[src/sv/assert_macros.svh]
// assertion macros shared by the bar builder rtl
// expects clk and rst_n in the scope of the module that uses them
`ifndef ASSERT_MACROS_SVH
`define ASSERT_MACROS_SVH

// property checked at every rising clock edge outside reset
`define ASSERT_CLK(label, prop, msg) \
  label: assert property (@(posedge clk) disable iff (!rst_n) (prop)) else $error(msg);

// condition that must never be seen outside reset
`define ASSERT_NEVER(label, cond, msg) \
  label: assert property (@(posedge clk) disable iff (!rst_n) !(cond)) else $error(msg);

`endif

[src/sv/mtf_ohlc_pkg.sv]
// types, constants and helpers for the multi-timeframe ohlc bar builder
// no dependencies
`default_nettype none

package mtf_ohlc_pkg;

  localparam int TIME_BITS      = 17;
  localparam int PRICE_IO_BITS  = 32;
  localparam int VOLUME_IN_BITS = 31;
  localparam int DELTA_BITS     = 32;
  localparam int COUNT_BITS     = 32;
  localparam int BAR_VOL_BITS   = 48;
  localparam int FRAME_BITS     = 2;
  localparam int MASK_BITS      = 3;
  localparam int KNOWN_FRAMES   = 4;

  localparam int NUM_FRAMES_DEF = 4;
  localparam int PRICE_BITS_DEF = 32;

  localparam int SEC_PER_MIN  = 60;
  localparam int SEC_PER_HOUR = 3600;

  // reciprocal multiply: exact floor division for any 17-bit time
  localparam int RECIP_SHIFT = 29;
  localparam int RECIP_BITS  = 48;

  localparam logic [MASK_BITS-1:0] MASK_RESET = 3'b111;

  localparam logic KIND_BAR    = 1'b0;
  localparam logic KIND_STATUS = 1'b1;

  localparam logic [BAR_VOL_BITS-1:0] VOL_MAX = {1'b0, {(BAR_VOL_BITS-1){1'b1}}};
  localparam logic [BAR_VOL_BITS-1:0] VOL_MIN = {1'b1, {(BAR_VOL_BITS-1){1'b0}}};

  typedef struct packed {
    logic [TIME_BITS-1:0]     tod;
    logic [PRICE_IO_BITS-1:0] price;
    logic [DELTA_BITS-1:0]    delta;
    logic                     unchanged;
    logic [TIME_BITS-1:0]     quot;
  } tok_t;

  typedef struct packed {
    logic                            kind;
    logic [FRAME_BITS-1:0]           frame;
    logic [TIME_BITS-1:0]            bar_start;
    logic [PRICE_IO_BITS-1:0]        open_price;
    logic [PRICE_IO_BITS-1:0]        high_price;
    logic [PRICE_IO_BITS-1:0]        low_price;
    logic [PRICE_IO_BITS-1:0]        close_price;
    logic [COUNT_BITS-1:0]           tick_count;
    logic signed [BAR_VOL_BITS-1:0]  bar_volume;
    logic                            volume_unchanged;
    logic                            last;
  } res_t;

  function automatic int frame_unit(input int f);
    int u;
    u = SEC_PER_MIN;
    unique case (f)
      0:       u = SEC_PER_MIN;
      1:       u = 5 * SEC_PER_MIN;
      2:       u = 15 * SEC_PER_MIN;
      3:       u = SEC_PER_HOUR;
      default: u = SEC_PER_MIN;
    endcase
    return u;
  endfunction

endpackage

`default_nettype wire

[src/sv/multi_timeframe_ohlc_bar_builder.sv]
// multi-timeframe ohlc bar builder top: entry stage, chain of frame cells, output register
// a tick walks the cell chain one frame per cycle while the output register is not stalled;
// closed bars and a status item follow, the status item once the tick leaves the last cell
// a new tick is taken only when the chain is empty or the last status item is leaving it
// reset: synchronous active low; clears open bars, previous volume, enable mask to 7
// depends on mtf_ohlc_pkg, mtf_ohlc_cell and assert_macros.svh
`default_nettype none
`include "assert_macros.svh"

module multi_timeframe_ohlc_bar_builder import mtf_ohlc_pkg::*; #(
  parameter int NUM_FRAMES = NUM_FRAMES_DEF,
  parameter int PRICE_BITS = PRICE_BITS_DEF
) (
  input  wire logic                           clk,
  input  wire logic                           rst_n,
  input  wire logic                           cfg_valid,
  output logic                                cfg_ready,
  input  wire logic [MASK_BITS-1:0]           cfg_frame_enable_mask,
  input  wire logic                           in_valid,
  output logic                                in_ready,
  input  wire logic [TIME_BITS-1:0]           in_time_of_day,
  input  wire logic [PRICE_IO_BITS-1:0]       in_last_price,
  input  wire logic [VOLUME_IN_BITS-1:0]      in_total_volume,
  output logic                                out_valid,
  input  wire logic                           out_ready,
  output logic                                out_kind,
  output logic [FRAME_BITS-1:0]               out_frame,
  output logic [TIME_BITS-1:0]                out_bar_start,
  output logic [PRICE_IO_BITS-1:0]            out_open_price,
  output logic [PRICE_IO_BITS-1:0]            out_high_price,
  output logic [PRICE_IO_BITS-1:0]            out_low_price,
  output logic [PRICE_IO_BITS-1:0]            out_close_price,
  output logic [COUNT_BITS-1:0]               out_tick_count,
  output logic signed [BAR_VOL_BITS-1:0]      out_bar_volume,
  output logic                                out_volume_unchanged,
  output logic                                out_last
);

  localparam int UNIT0 = frame_unit(0);
  localparam logic [RECIP_BITS-1:0] RECIP0 =
    RECIP_BITS'(((64'd1 << RECIP_SHIFT) + 64'(UNIT0) - 64'd1) / 64'(UNIT0));

  logic [MASK_BITS-1:0]      mask_r;
  logic [VOLUME_IN_BITS-1:0] prev_vol_r;
  logic                      front_vld_r;
  tok_t                      front_r;
  res_t                      out_r;
  logic                      out_valid_r;

  logic [NUM_FRAMES:0]       vld;
  tok_t                      tok_a [NUM_FRAMES+1];
  logic [NUM_FRAMES-1:0]     frame_en;
  logic [NUM_FRAMES-1:0]     emit_vld;
  res_t                      emit_a [NUM_FRAMES];

  logic                      adv;
  logic                      status_go;
  logic                      in_acc;
  logic [RECIP_BITS-1:0]     qprod0;
  tok_t                      entry_tok;
  res_t                      bar_sel;
  res_t                      status_item;

  assign cfg_ready = 1'b1;
  assign adv       = !out_valid_r || out_ready;
  assign status_go = vld[NUM_FRAMES] && adv;
  assign in_ready  = !(|vld) || status_go;
  assign in_acc    = in_valid && in_ready;
  assign vld[0]    = front_vld_r;
  assign tok_a[0]  = front_r;

  always_comb begin
    qprod0              = RECIP_BITS'(in_time_of_day) * RECIP0;
    entry_tok.tod       = in_time_of_day;
    entry_tok.price     = in_last_price;
    entry_tok.delta     = DELTA_BITS'({1'b0, in_total_volume}) - DELTA_BITS'({1'b0, prev_vol_r});
    entry_tok.unchanged = (in_total_volume == prev_vol_r);
    entry_tok.quot      = qprod0[RECIP_SHIFT +: TIME_BITS];
  end

  for (genvar f = 0; f < NUM_FRAMES; f++) begin : g_cell
    if (f == 0) begin : g_base
      assign frame_en[f] = 1'b1;
    end else if (f < KNOWN_FRAMES) begin : g_masked
      assign frame_en[f] = mask_r[f-1];
    end else begin : g_unused
      assign frame_en[f] = 1'b0;
    end

    mtf_ohlc_cell #(
      .FRAME_IDX  (f),
      .PRICE_BITS (PRICE_BITS)
    ) u_cell (
      .clk        (clk),
      .rst_n      (rst_n),
      .adv        (adv),
      .frame_en   (frame_en[f]),
      .tok_vld_in (vld[f]),
      .tok_in     (tok_a[f]),
      .tok_vld_r  (vld[f+1]),
      .tok_r      (tok_a[f+1]),
      .emit_vld   (emit_vld[f]),
      .emit       (emit_a[f])
    );
  end

  always_comb begin
    bar_sel = '0;
    for (int f = 0; f < NUM_FRAMES; f++) begin
      if (emit_vld[f]) begin
        bar_sel = bar_sel | emit_a[f];
      end
    end
    status_item                  = '0;
    status_item.kind             = KIND_STATUS;
    status_item.volume_unchanged = tok_a[NUM_FRAMES].unchanged;
    status_item.last             = 1'b1;
  end

  always_ff @(posedge clk) begin
    if (!rst_n) begin
      mask_r      <= MASK_RESET;
      prev_vol_r  <= '0;
      front_vld_r <= 1'b0;
      out_valid_r <= 1'b0;
    end else begin
      if (cfg_valid && cfg_ready) begin
        mask_r <= cfg_frame_enable_mask;
      end
      if (in_acc) begin
        prev_vol_r  <= in_total_volume;
        front_vld_r <= 1'b1;
      end else if (adv) begin
        front_vld_r <= 1'b0;
      end
      if (adv) begin
        out_valid_r <= status_go || (|emit_vld);
      end
    end
  end

  always_ff @(posedge clk) begin
    if (in_acc) begin
      front_r <= entry_tok;
    end
    if (adv) begin
      out_r <= status_go ? status_item : bar_sel;
    end
  end

  assign out_valid            = out_valid_r;
  assign out_kind             = out_r.kind;
  assign out_frame            = out_r.frame;
  assign out_bar_start        = out_r.bar_start;
  assign out_open_price       = out_r.open_price;
  assign out_high_price       = out_r.high_price;
  assign out_low_price        = out_r.low_price;
  assign out_close_price      = out_r.close_price;
  assign out_tick_count       = out_r.tick_count;
  assign out_bar_volume       = out_r.bar_volume;
  assign out_volume_unchanged = out_r.volume_unchanged;
  assign out_last             = out_r.last;

  `ASSERT_CLK(a_single_tick_in_chain, $onehot0(vld), "more than one tick in the cell chain")
  `ASSERT_CLK(a_accept_enters_chain, in_acc |=> front_vld_r, "accepted tick missing at chain entry")
  `ASSERT_NEVER(a_emit_with_status, status_go && (|emit_vld), "bar closed while status leaves")

endmodule

`default_nettype wire

[src/sv/mtf_ohlc_cell.sv]
// one frame of the bar chain: holds the open bar, closes and updates it
// depends on mtf_ohlc_pkg and assert_macros.svh
`default_nettype none
`include "assert_macros.svh"

module mtf_ohlc_cell import mtf_ohlc_pkg::*; #(
  parameter int FRAME_IDX  = 0,
  parameter int PRICE_BITS = PRICE_BITS_DEF
) (
  input  wire logic clk,
  input  wire logic rst_n,
  input  wire logic adv,
  input  wire logic frame_en,
  input  wire logic tok_vld_in,
  input  wire tok_t tok_in,
  output logic      tok_vld_r,
  output tok_t      tok_r,
  output logic      emit_vld,
  output res_t      emit
);

  localparam int UNIT      = frame_unit(FRAME_IDX);
  localparam int NEXT_UNIT = frame_unit(FRAME_IDX + 1);
  localparam logic [RECIP_BITS-1:0] RECIP =
    RECIP_BITS'(((64'd1 << RECIP_SHIFT) + 64'(NEXT_UNIT) - 64'd1) / 64'(NEXT_UNIT));

  logic [TIME_BITS-1:0]        bs_r, bs_nxt;
  logic [PRICE_BITS-1:0]       open_r, open_nxt;
  logic [PRICE_BITS-1:0]       high_r, high_nxt;
  logic [PRICE_BITS-1:0]       low_r, low_nxt;
  logic [PRICE_BITS-1:0]       close_r, close_nxt;
  logic [COUNT_BITS-1:0]       cnt_r, cnt_nxt;
  logic [BAR_VOL_BITS-1:0]     vol_r, vol_nxt;

  logic [PRICE_BITS-1:0]       price_w;
  logic [RECIP_BITS-1:0]       qprod;
  logic [2*TIME_BITS-1:0]      aprod;
  logic [TIME_BITS-1:0]        aligned;
  logic [TIME_BITS:0]          bs_end;
  logic                        cnt_nz;
  logic                        outside;
  logic                        act;
  logic                        do_close;
  logic                        do_upd;
  logic [BAR_VOL_BITS:0]       vsum;
  logic [BAR_VOL_BITS-1:0]     vol_sat;
  tok_t                        tok_nxt;

  always_comb begin
    price_w  = PRICE_BITS'(tok_in.price);
    qprod    = RECIP_BITS'(tok_in.tod) * RECIP;
    aprod    = (2*TIME_BITS)'(tok_in.quot) * (2*TIME_BITS)'(UNIT);
    aligned  = aprod[TIME_BITS-1:0];
    bs_end   = {1'b0, bs_r} + (TIME_BITS+1)'(UNIT);
    cnt_nz   = (cnt_r != '0);
    outside  = (tok_in.tod < bs_r) || ({1'b0, tok_in.tod} >= bs_end);
    act      = tok_vld_in && adv;
    do_close = act && frame_en && cnt_nz && outside;
    do_upd   = act && frame_en && !tok_in.unchanged;

    vsum = {vol_r[BAR_VOL_BITS-1], vol_r}
         + {{(BAR_VOL_BITS+1-DELTA_BITS){tok_in.delta[DELTA_BITS-1]}}, tok_in.delta};
    if (vsum[BAR_VOL_BITS] != vsum[BAR_VOL_BITS-1]) begin
      vol_sat = vsum[BAR_VOL_BITS] ? VOL_MIN : VOL_MAX;
    end else begin
      vol_sat = vsum[BAR_VOL_BITS-1:0];
    end

    bs_nxt    = bs_r;
    open_nxt  = open_r;
    high_nxt  = high_r;
    low_nxt   = low_r;
    close_nxt = close_r;
    cnt_nxt   = cnt_r;
    vol_nxt   = vol_r;

    priority if (do_upd && (!cnt_nz || do_close)) begin
      bs_nxt    = aligned;
      open_nxt  = price_w;
      high_nxt  = price_w;
      low_nxt   = price_w;
      close_nxt = price_w;
      cnt_nxt   = COUNT_BITS'(1);
      vol_nxt   = {{(BAR_VOL_BITS-DELTA_BITS){tok_in.delta[DELTA_BITS-1]}}, tok_in.delta};
    end else if (do_upd) begin
      if (price_w > high_r) begin
        high_nxt = price_w;
      end
      if (price_w < low_r) begin
        low_nxt = price_w;
      end
      close_nxt = price_w;
      if (cnt_r != '1) begin
        cnt_nxt = cnt_r + COUNT_BITS'(1);
      end
      vol_nxt = vol_sat;
    end else if (do_close) begin
      cnt_nxt = '0;
      vol_nxt = '0;
    end

    tok_nxt      = tok_in;
    tok_nxt.quot = qprod[RECIP_SHIFT +: TIME_BITS];

    emit_vld               = do_close;
    emit                   = '0;
    emit.kind              = KIND_BAR;
    emit.frame             = FRAME_BITS'(FRAME_IDX);
    emit.bar_start         = bs_r;
    emit.open_price        = PRICE_IO_BITS'(open_r);
    emit.high_price        = PRICE_IO_BITS'(high_r);
    emit.low_price         = PRICE_IO_BITS'(low_r);
    emit.close_price       = PRICE_IO_BITS'(close_r);
    emit.tick_count        = cnt_r;
    emit.bar_volume        = vol_r;
    emit.volume_unchanged  = 1'b0;
    emit.last              = 1'b0;
  end

  always_ff @(posedge clk) begin
    if (!rst_n) begin
      cnt_r     <= '0;
      vol_r     <= '0;
      tok_vld_r <= 1'b0;
    end else begin
      cnt_r <= cnt_nxt;
      vol_r <= vol_nxt;
      if (adv) begin
        tok_vld_r <= tok_vld_in;
      end
    end
  end

  always_ff @(posedge clk) begin
    bs_r    <= bs_nxt;
    open_r  <= open_nxt;
    high_r  <= high_nxt;
    low_r   <= low_nxt;
    close_r <= close_nxt;
    if (act) begin
      tok_r <= tok_nxt;
    end
  end

  `ASSERT_CLK(a_empty_bar_no_volume, (cnt_r == '0) |-> (vol_r == '0), "empty bar holds volume")
  `ASSERT_CLK(a_high_over_low, (cnt_r != '0) |-> (high_r >= low_r), "bar high below low")
  `ASSERT_CLK(a_close_in_range, (cnt_r != '0) |-> ((close_r <= high_r) && (close_r >= low_r)), "bar close outside high and low")

endmodule

`default_nettype wire

[config.mk]
export PLATFORM = sky130hd
export DESIGN_NAME = multi_timeframe_ohlc_bar_builder
export DESIGN_NICKNAME = d
export VERILOG_FILES = /design/src/sv/mtf_ohlc_pkg.sv /design/src/sv/multi_timeframe_ohlc_bar_builder.sv /design/src/sv/mtf_ohlc_cell.sv
export VERILOG_INCLUDE_DIRS = /design/src /design/src/sv
export SDC_FILE = /design/constraint.sdc
export NUM_CORES = 2
export LEC_CHECK = 0
export CAP_MARGIN = 20
export CORE_MARGIN = 10
export CORE_UTILIZATION = 45
export DETAILED_ROUTE_END_ITERATION = 10
export DONT_BUFFER_PORTS = 1
export GPL_ROUTABILITY_DRIVEN = 0
export PLACE_DENSITY = 0.61
export SLEW_MARGIN = 10
export SYNTH_ARGS = -nofsm -noshare
export SYNTH_HDL_FRONTEND = slang
export SYNTH_SLANG_ARGS = --single-unit
[constraint.sdc]
create_clock -name clk -period 17.9 [get_ports clk]
set_input_delay 0.895 -clock clk [delete_from_list [all_inputs] [get_ports clk]]
set_output_delay 0.895 -clock clk [all_outputs]
set_load 0.02 [all_outputs]
* Word level (Yosys, flattened, before mapping)
Index checks and enable logic that the tools add are counted.
** Operators by class
- Add/subtract/negate cells :: 13
- $mul :: 8
- Divide/modulo/power cells :: 0
- Order comparisons :: 16
- Eq/ne operators :: 17
- Shifts and indexed selects :: 0
- Muxes and demuxes :: 75
- Bitwise operators :: 4
- Reduce and logical (&&, ||, !) cells :: 93
** Operators with widths (count)
- $mux W32 :: 44
- $mux W48 :: 20
- $mux W230 :: 3
- $or A230 B229 Y230 :: 2
- $or A227 B228 Y228 :: 1
- $mux W227 :: 1
- $add A48 B32 Y49 :: 4
- $add A32 B1 Y32 const B :: 4
- $gt A32 B32 Y1 :: 4
- $lt A32 B32 Y1 :: 4
- $ne A32 B32 Y1 const B :: 4
- $reduce_bool A32 Y1 :: 4
- $ge A17 B18 Y1 :: 4
- $mul A17 B18 Y35 const B :: 2
- $lt A17 B17 Y1 :: 4
- $mul A17 B24 Y41 const B :: 1
- $mul A17 B20 Y37 const B :: 1
- $reduce_bool A2 Y1 :: 17
- $reduce_and A2 Y1 :: 16
- $sub A31 B31 Y32 :: 1
- $eq A31 B31 Y1 :: 1
- $logic_and A1 B1 Y1 :: 25
- $add A17 B10 Y18 const B :: 1
- $add A17 B12 Y18 const B :: 1
- 18 further kinds :: 57
** Word-level totals
- Register bits :: 1524
- Latch bits :: 0
- Memory bits (writable) :: 0
- ROM bits :: 0
- Bits of input ports :: 88
- Output and inout port bits :: 233
- Logic and storage cells :: 298
- Memories :: 0

* Longest topological paths before layout
- Depth after elaboration :: 13
- Gate-level depth with buffers :: 24
- Depth with buffers taken out :: 24

* Hierarchy
Synthesis repeated with hierarchy kept, for this count alone.
** Second synthesis, totals
- Cells, all modules :: 9644
- Area, all modules :: 105608.8 um^2
** By module, submodules not included
- mtf_ohlc_cell (g_cell[0].u_cell) :: instances 1, cells each 1966, area an instance 21748.4 um^2, seq. area each 8648.3 um^2
- mtf_ohlc_cell (g_cell[1].u_cell) :: instances 1, cells each 1996, area an instance 21663.3 um^2, seq. area each 8618.3 um^2
- mtf_ohlc_cell (g_cell[2].u_cell) :: instances 1, cells each 2011, area an instance 21394.3 um^2, seq. area each 8558.2 um^2
- multi_timeframe_ohlc_bar_builder :: instances 1, cells each 1908, area an instance 21002.6 um^2, seq. area each 10450.0 um^2
- mtf_ohlc_cell (g_cell[3].u_cell) :: instances 1, cells each 1763, area an instance 19800.2 um^2, seq. area each 8678.3 um^2

* Worst setup path after synthesis
No wires, ideal clock.
- Path type :: input to register
- Start :: input out_ready
- End :: register g_cell[2].u_cell.vol_r[24]
- Setup time :: 0.079 ns
- Arrival time :: 8.753 ns
- Required time :: 17.821 ns
- Slack :: 9.068 ns
- Cell stages on the path :: 12
- Path buffers :: 3
- Cell sequence :: nor2b_1 buf_2 inv_2 nand2_1 inv_1 nand2_1 or2_2 buf_1 nor2_1 clkbuf_1 a22oi_1 o22ai_1
** Between the ends
- Longest elaborated chain between the ends :: 8
- Elaborated cells between the ends (all ways) :: 11
- Those cells by class :: 2 x mux; 9 x reduce/logical
** RTL lines
- start, declared :: RTL line multi_timeframe_ohlc_bar_builder.sv:25 : input wire logic out_ready,
- $logic_or A1 B1 Y1 (*) :: RTL line multi_timeframe_ohlc_bar_builder.sv:65 : assign adv = !out_valid_r || out_ready;
- net adv :: RTL line multi_timeframe_ohlc_bar_builder.sv:56 : logic adv;
- $logic_and A1 B1 Y1 (*) :: RTL line mtf_ohlc_cell.sv:57 : act = tok_vld_in && adv;
- net g_cell[2].u_cell.act :: RTL line mtf_ohlc_cell.sv:42 : logic act;
- $logic_and A1 B1 Y1 (*) :: RTL line mtf_ohlc_cell.sv:58, mtf_ohlc_cell.sv:59
- $logic_and A1 B1 Y1 (2 in series) :: RTL line mtf_ohlc_cell.sv:58 : do_close = act && frame_en && cnt_nz && outside;
- $logic_or A1 B1 Y1 :: RTL line mtf_ohlc_cell.sv:77 : priority if (do_upd && (!cnt_nz || do_close)) begin
- $logic_and A1 B1 Y1 :: RTL line mtf_ohlc_cell.sv:77
- $reduce_bool A3 Y1 (no line) or $mux W48 (tied branches)
- end signal, assigned :: RTL line mtf_ohlc_cell.sv:127 : vol_r <= vol_nxt;
- end, declared :: RTL line mtf_ohlc_cell.sv:33 : logic [BAR_VOL_BITS-1:0] vol_r, vol_nxt;
The timed path passes the listed nets; every way through them passes the cells marked *.
A chain may end at the register's enable or synchronous reset.

* Worst setup path after layout
- Start :: register g_cell[1].u_cell.bs_r[2]
- End :: register g_cell[1].u_cell.cnt_r[13]
** Between the ends
- Longest elaborated chain between the ends :: 7
- Elaborated cells between the ends (all ways) :: 10
- Those cells by class :: 1 x add/sub; 2 x order compare; 7 x reduce/logical
** RTL lines
- start, declared :: RTL line mtf_ohlc_cell.sv:27 : logic [TIME_BITS-1:0] bs_r, bs_nxt;
- start signal, assigned :: RTL line mtf_ohlc_cell.sv:135 : bs_r <= bs_nxt;
- $add A17 B9 Y18 :: RTL line mtf_ohlc_cell.sv:54 : bs_end = {1'b0, bs_r} + (TIME_BITS+1)'(UNIT);
- $ge A17 B18 Y1 :: RTL line mtf_ohlc_cell.sv:56 : outside = (tok_in.tod < bs_r) || ({1'b0, tok_in.tod} >= bs_end);
- $logic_or A1 B1 Y1 (*) :: RTL line mtf_ohlc_cell.sv:56
- $logic_and A1 B1 Y1 (*) :: RTL line mtf_ohlc_cell.sv:58
- $logic_or A1 B1 Y1 :: RTL line mtf_ohlc_cell.sv:77
- $logic_and A1 B1 Y1 :: RTL line mtf_ohlc_cell.sv:77
- $reduce_or A2 Y1 (no line)
- end signal, assigned :: RTL line mtf_ohlc_cell.sv:126 : cnt_r <= cnt_nxt;
- end, declared :: RTL line mtf_ohlc_cell.sv:32 : logic [COUNT_BITS-1:0] cnt_r, cnt_nxt;
Every way passes the cells marked *; elsewhere a longest branch is shown, timed or not.

==> metrics.md <==
| Metric | Value |
|---|---|
| Gr usage total | 0.2478 |
| # nets final | 10540 |
| Vias per Instance | slightly below 6 |
| Max-cap check violation count | 0 |
| Clk_lat worst skew | about 0.84 ns |
| Cell chosen for the clock root | sky130_fd_sc_hd__clkbuf_16 |
| Worst Setup End Kind | flip-flop |
| Portion of total power attributed to sequential cells | 0.369 |
| Yosys top cell area share | 0.3618 |
| Post-synthesis average cell area | 10.80 sq um |
| Setup total negative slack | 0 ns |
| Sequential fraction of the synthesis area | 0.4365 |
| Portion of the clock cycle consumed by the worst path in the final layout | 0.4372 |
| Final Critical Period | 7.827 ns |
| Number of standard cells after synthesis | between 8000 and 9000 |
| Startpoint type of the worst setup path | flip-flop |
| Reg2reg start | g_cell[1].u_cell.bs_r[2]$_DFFE_PP_ |
| Number of endpoints with negative hold slack in the final report | 0 |
| Synth async-reset ratio | 0 |
| Worst EP required | 18.59 ns |
| Number of DRC violations after detailed-routing iteration 0 | ~7600 |
| Post-Route Skew | about 0.073 ns |
| Average detailed-routed wire length per instance | ~25 um |
| Longest Clk Path Bufs | 3 |
| Area enclosed by the die boundary | ~230000 sq um |
| DRT antenna net count | 0 |
| Worst hold start | rst_n |
| Max H-tree Level | 4 |
| Total detailed-routing wirelength | 296100 um |
| Num rows | approximately 170 |
| Top fanout value on the critical path | 64 |
| Antenna violations before repair | 11 |
| Result of the run | finished with violations |
| Top Ports | 321 |
| Number of instances resized during post-cts repair | 0 |
| Post-synthesis instance area | between 90000 and 100000 sq um |
| Slew of the pin with the lowest slew margin | approximately 1.2 ns |
| Via count of the first global-routing pass | 70390 |
| Post-synth EDFFs | approximately 1200 |
| Number of CTS-inserted buffers | between 150 and 200 |
| Switching power summed over all nets | slightly below 0.004 W |
| Power density over the cells | 112.2 nW/um^2 |
| Launching instance or port of the critical path | g_cell[1].u_cell.bs_r[2]$_DFFE_PP_ |
| 1st-pass router iterations | 11 |
| Flip-flop cell with the highest count after synthesis | sky130_fd_sc_hd__edfxtp_1 |
| Logic pwr share | 0.322 |
| Total via count after detailed routing | about 70000 |
| Fraction of power spent switching nets | 0.3362 |
| Port Buf Inserts | 0 |
| Most area-consuming cells after synthesis | sky130_fd_sc_hd__edfxtp_1, sky130_fd_sc_hd__ha_1, sky130_fd_sc_hd__dfxtp_1 |
| Maximum clock frequency | ~0.13 GHz |
| Final HPWL DP | 217000 um |
| Synth cell types | around 110 |
| CTS tree | yes |
| Maximum number of pins on one net before global-route repair | around 150 |
| Slew Limit Headroom | 0.1778 |
| Die H | 482.8 um |
| Core box area | between 200000 and 250000 sq um |
| Portion of total power attributed to the clock network | 0.310 |
| Num Clock Sinks | approximately 1500 |
| Unrepaired setup endpoints after global routing | no |
| Failing checks | DRC |
| Die width | ~480 um |
| Class of the tightest hold or removal check | in2reg |
| Finish-stage setup viols | 0 |
| Layout overhead on the synthesized area | 9.299% |
| Start-to-end type of the worst setup path | reg2reg |
| Number of storage elements in the synthesis netlist | roughly 1500 |
| Starting utilization of the core area | 0.4535 |
| Warnings from Yosys | 0 |
| Internal power of the cells | between 0.007 and 0.008 W |
| Leak | ~44 nW |
| Number of setup buffers added after CTS | 0 |
| Number of DRC violations after detailed routing | 13 |
| Max rail drop VDD | between 0.1 and 0.15 mV |
| Share of cells above drive strength 1 | 0.04694 |
| First-pass GRT wire length | between 400000 and 500000 um |
| Clock-pin slew on the worst setup and hold paths | roughly 0.06 ns |
| Max-slew violation count | 0 |
| Total overflow reported by the global router | 0 |
| Post-cts hold buffer count | 0 |
| Worst hold slack after final layout | about 0.14 ns |
| Cell type with the largest total area after synthesis | sky130_fd_sc_hd__edfxtp_1 |
| WP data arrival | about 8.5 ns |
[state kept, by name, indices dropped and copies added, names as in the netlist, 48 cells and up]
signal,flops
g_cell.u_cell.high_r,128
g_cell.u_cell.vol_r,192
g_cell.u_cell.close_r,128
out_bar_volume,48
g_cell.u_cell.open_r,128
g_cell.u_cell.low_r,128
g_cell.u_cell.cnt_r,128
front_r,94
g_cell.u_cell.tok_r,270
g_cell.u_cell.bs_r,58
[cell usage after synthesis, drive strengths merged, types with 7 or more instances]
library cell,number
ha,1260
edfxtp,1161
inv,1031
a21oi,820
nand2,617
nor2,434
o21ai,389
dfxtp,360
fa,321
xnor2,254
clkbuf,239
a222oi,223
a21o,210
xor2,166
nand3,142
nand4,137
nor3,99
o21a,83
a211oi,72
nor2b,70
a22oi,66
and3,66
nand2b,65
buf,59
o22ai,56
o21bai,53
a31oi,50
nor4,49
o211ai,37
or3,36
and4,32
and2,30
a211o,22
o31ai,19
a2111oi,16
a21boi,16
a221oi,15
or2,15
o2111ai,12
o31a,10
a311oi,7
a31o,7
nor3b,7
nor4b,7
[final cells by class]
| cell class | instances | area [sq um] |
|---|---|---|
| Fill cell | 18930 | 107200 |
| Timing Repair Buffer | 70 | 566.8 |
| Multi-Input combinational cell | 6077 | 49410 |
| Clock inverter | 102 | 1249 |
| Clock buffer | 211 | 4583 |
| Sequential cell | 1521 | 42070 |
| Antenna cell | 12 | 30.03 |
| Tap cell | 2821 | 3530 |
| Inverter | 1031 | 3892 |
[stage by stage]
step / cell area, sq um / instances / util / setup slack [ns] / power (W)
after floorplan: 96380 / 8927 / - / 9.068 / 0.007141
after global placement: 99400 / 11510 / 0.4678 / 10.32 / 0.008095
after detailed placement: 99420 / 11520 / 0.4678 / 10.23 / 0.008213
after CTS: 105300 / 11830 / 0.4953 / 10.21 / 0.01189
after global routing: 105300 / 11840 / 0.4956 / 9.639 / 0.01259
final: 105300 / 11850 / 0.4957 / 10.07 / 0.01182
[path summary, 6_finish.rpt]
path                                                           endpoint  slack [ns]  cells past startpoint
worst min register to register               prev_vol_r[4]$_SDFFE_PN0P_        0.45                      2
worst max register to register  g_cell[1].u_cell.cnt_r[13]$_SDFFE_PP0P_       10.07                     23
worst max-delay path            g_cell[1].u_cell.cnt_r[13]$_SDFFE_PP0P_       10.07                     23
worst min-delay path                             mask_r[2]$_SDFFE_PN1P_        0.14                      1
[layout by cell type (no fill, tap or decap), types with 62 or more instances in the layout]
cell                        instances
sky130_fd_sc_hd__inv_1           1016
sky130_fd_sc_hd__and3_1            66
sky130_fd_sc_hd__a211oi_1          71
sky130_fd_sc_hd__fa_1             321
sky130_fd_sc_hd__xnor2_1          253
sky130_fd_sc_hd__a22oi_1           66
sky130_fd_sc_hd__nor2_1           429
sky130_fd_sc_hd__nand3_1          142
sky130_fd_sc_hd__nand2b_1          62
sky130_fd_sc_hd__clkbuf_16        174
sky130_fd_sc_hd__a222oi_1         223
sky130_fd_sc_hd__nor3_1            94
sky130_fd_sc_hd__buf_4             62
sky130_fd_sc_hd__o21ai_0          331
sky130_fd_sc_hd__o21a_1            83
sky130_fd_sc_hd__edfxtp_1        1161
sky130_fd_sc_hd__xor2_1           165
sky130_fd_sc_hd__nand4_1          137
sky130_fd_sc_hd__a21o_1           210
sky130_fd_sc_hd__ha_1            1260
sky130_fd_sc_hd__a21oi_1          817
sky130_fd_sc_hd__nor2b_1           70
sky130_fd_sc_hd__dfxtp_1          360
sky130_fd_sc_hd__nand2_1          615
[power by group through the flow]
stage / Clock, W / Combinational, W / Sequential (W)
after floorplan: 0 / 0.00284 / 0.00430
after global placement: 0 / 0.00367 / 0.00442
after detailed placement: 0 / 0.00379 / 0.00443
after CTS: 0.00371 / 0.00383 / 0.00435
after global routing: 0.00385 / 0.00437 / 0.00437
final: 0.00366 / 0.00380 / 0.00436
[cell families (layout without fill, tap and decap cells)]
logic type,Yosys count,in the layout,share of synthesized area
AOI/OAI and AO/OA,2244,2244,0.1514
xor gates and xnor gates,420,420,0.03817
adders and majority gates,1581,1581,0.2303
buffers and inverters,1329,1414,0.05258
DFF,1521,1521,0.4365
muxes,6,6,0.0006362
other,2,15,0.00007793
and+or+nand+nor,1823,1823,0.09030
[critical path: stages (launching register included)]
cell and delay, ns:
sky130_fd_sc_hd__edfxtp_1 0.42, sky130_fd_sc_hd__inv_1 0.09, sky130_fd_sc_hd__ha_1 0.23, sky130_fd_sc_hd__o21a_1 0.20, sky130_fd_sc_hd__or2_2 0.30, sky130_fd_sc_hd__nand2_1 0.14
sky130_fd_sc_hd__nand4_1 0.13, sky130_fd_sc_hd__xnor2_1 0.15, sky130_fd_sc_hd__ha_1 0.30, sky130_fd_sc_hd__nand3_1 0.09, sky130_fd_sc_hd__a211o_1 0.27, sky130_fd_sc_hd__a31oi_1 0.15
sky130_fd_sc_hd__o31a_1 0.17, sky130_fd_sc_hd__o32ai_2 0.12, sky130_fd_sc_hd__a311oi_4 0.68, sky130_fd_sc_hd__buf_4 0.87, sky130_fd_sc_hd__buf_4 0.82, sky130_fd_sc_hd__buf_4 0.57
sky130_fd_sc_hd__buf_4 0.76, sky130_fd_sc_hd__o21ai_1 0.27, sky130_fd_sc_hd__nor3_1 0.46, sky130_fd_sc_hd__nand3_1 0.16, sky130_fd_sc_hd__xor2_1 0.18, sky130_fd_sc_hd__nor2_1 0.05
[layer usage]
metal  vias to the layer above  GRT usage  wire length, um
met5                         -          0               13
met4                         2     0.1120            14950
met3                       561    0.04770            24480
met2                      2932     0.3952           133600
met1                     34660     0.3274           123000
li1                      32510          -                -
Power figures use the tool's default switching activity.
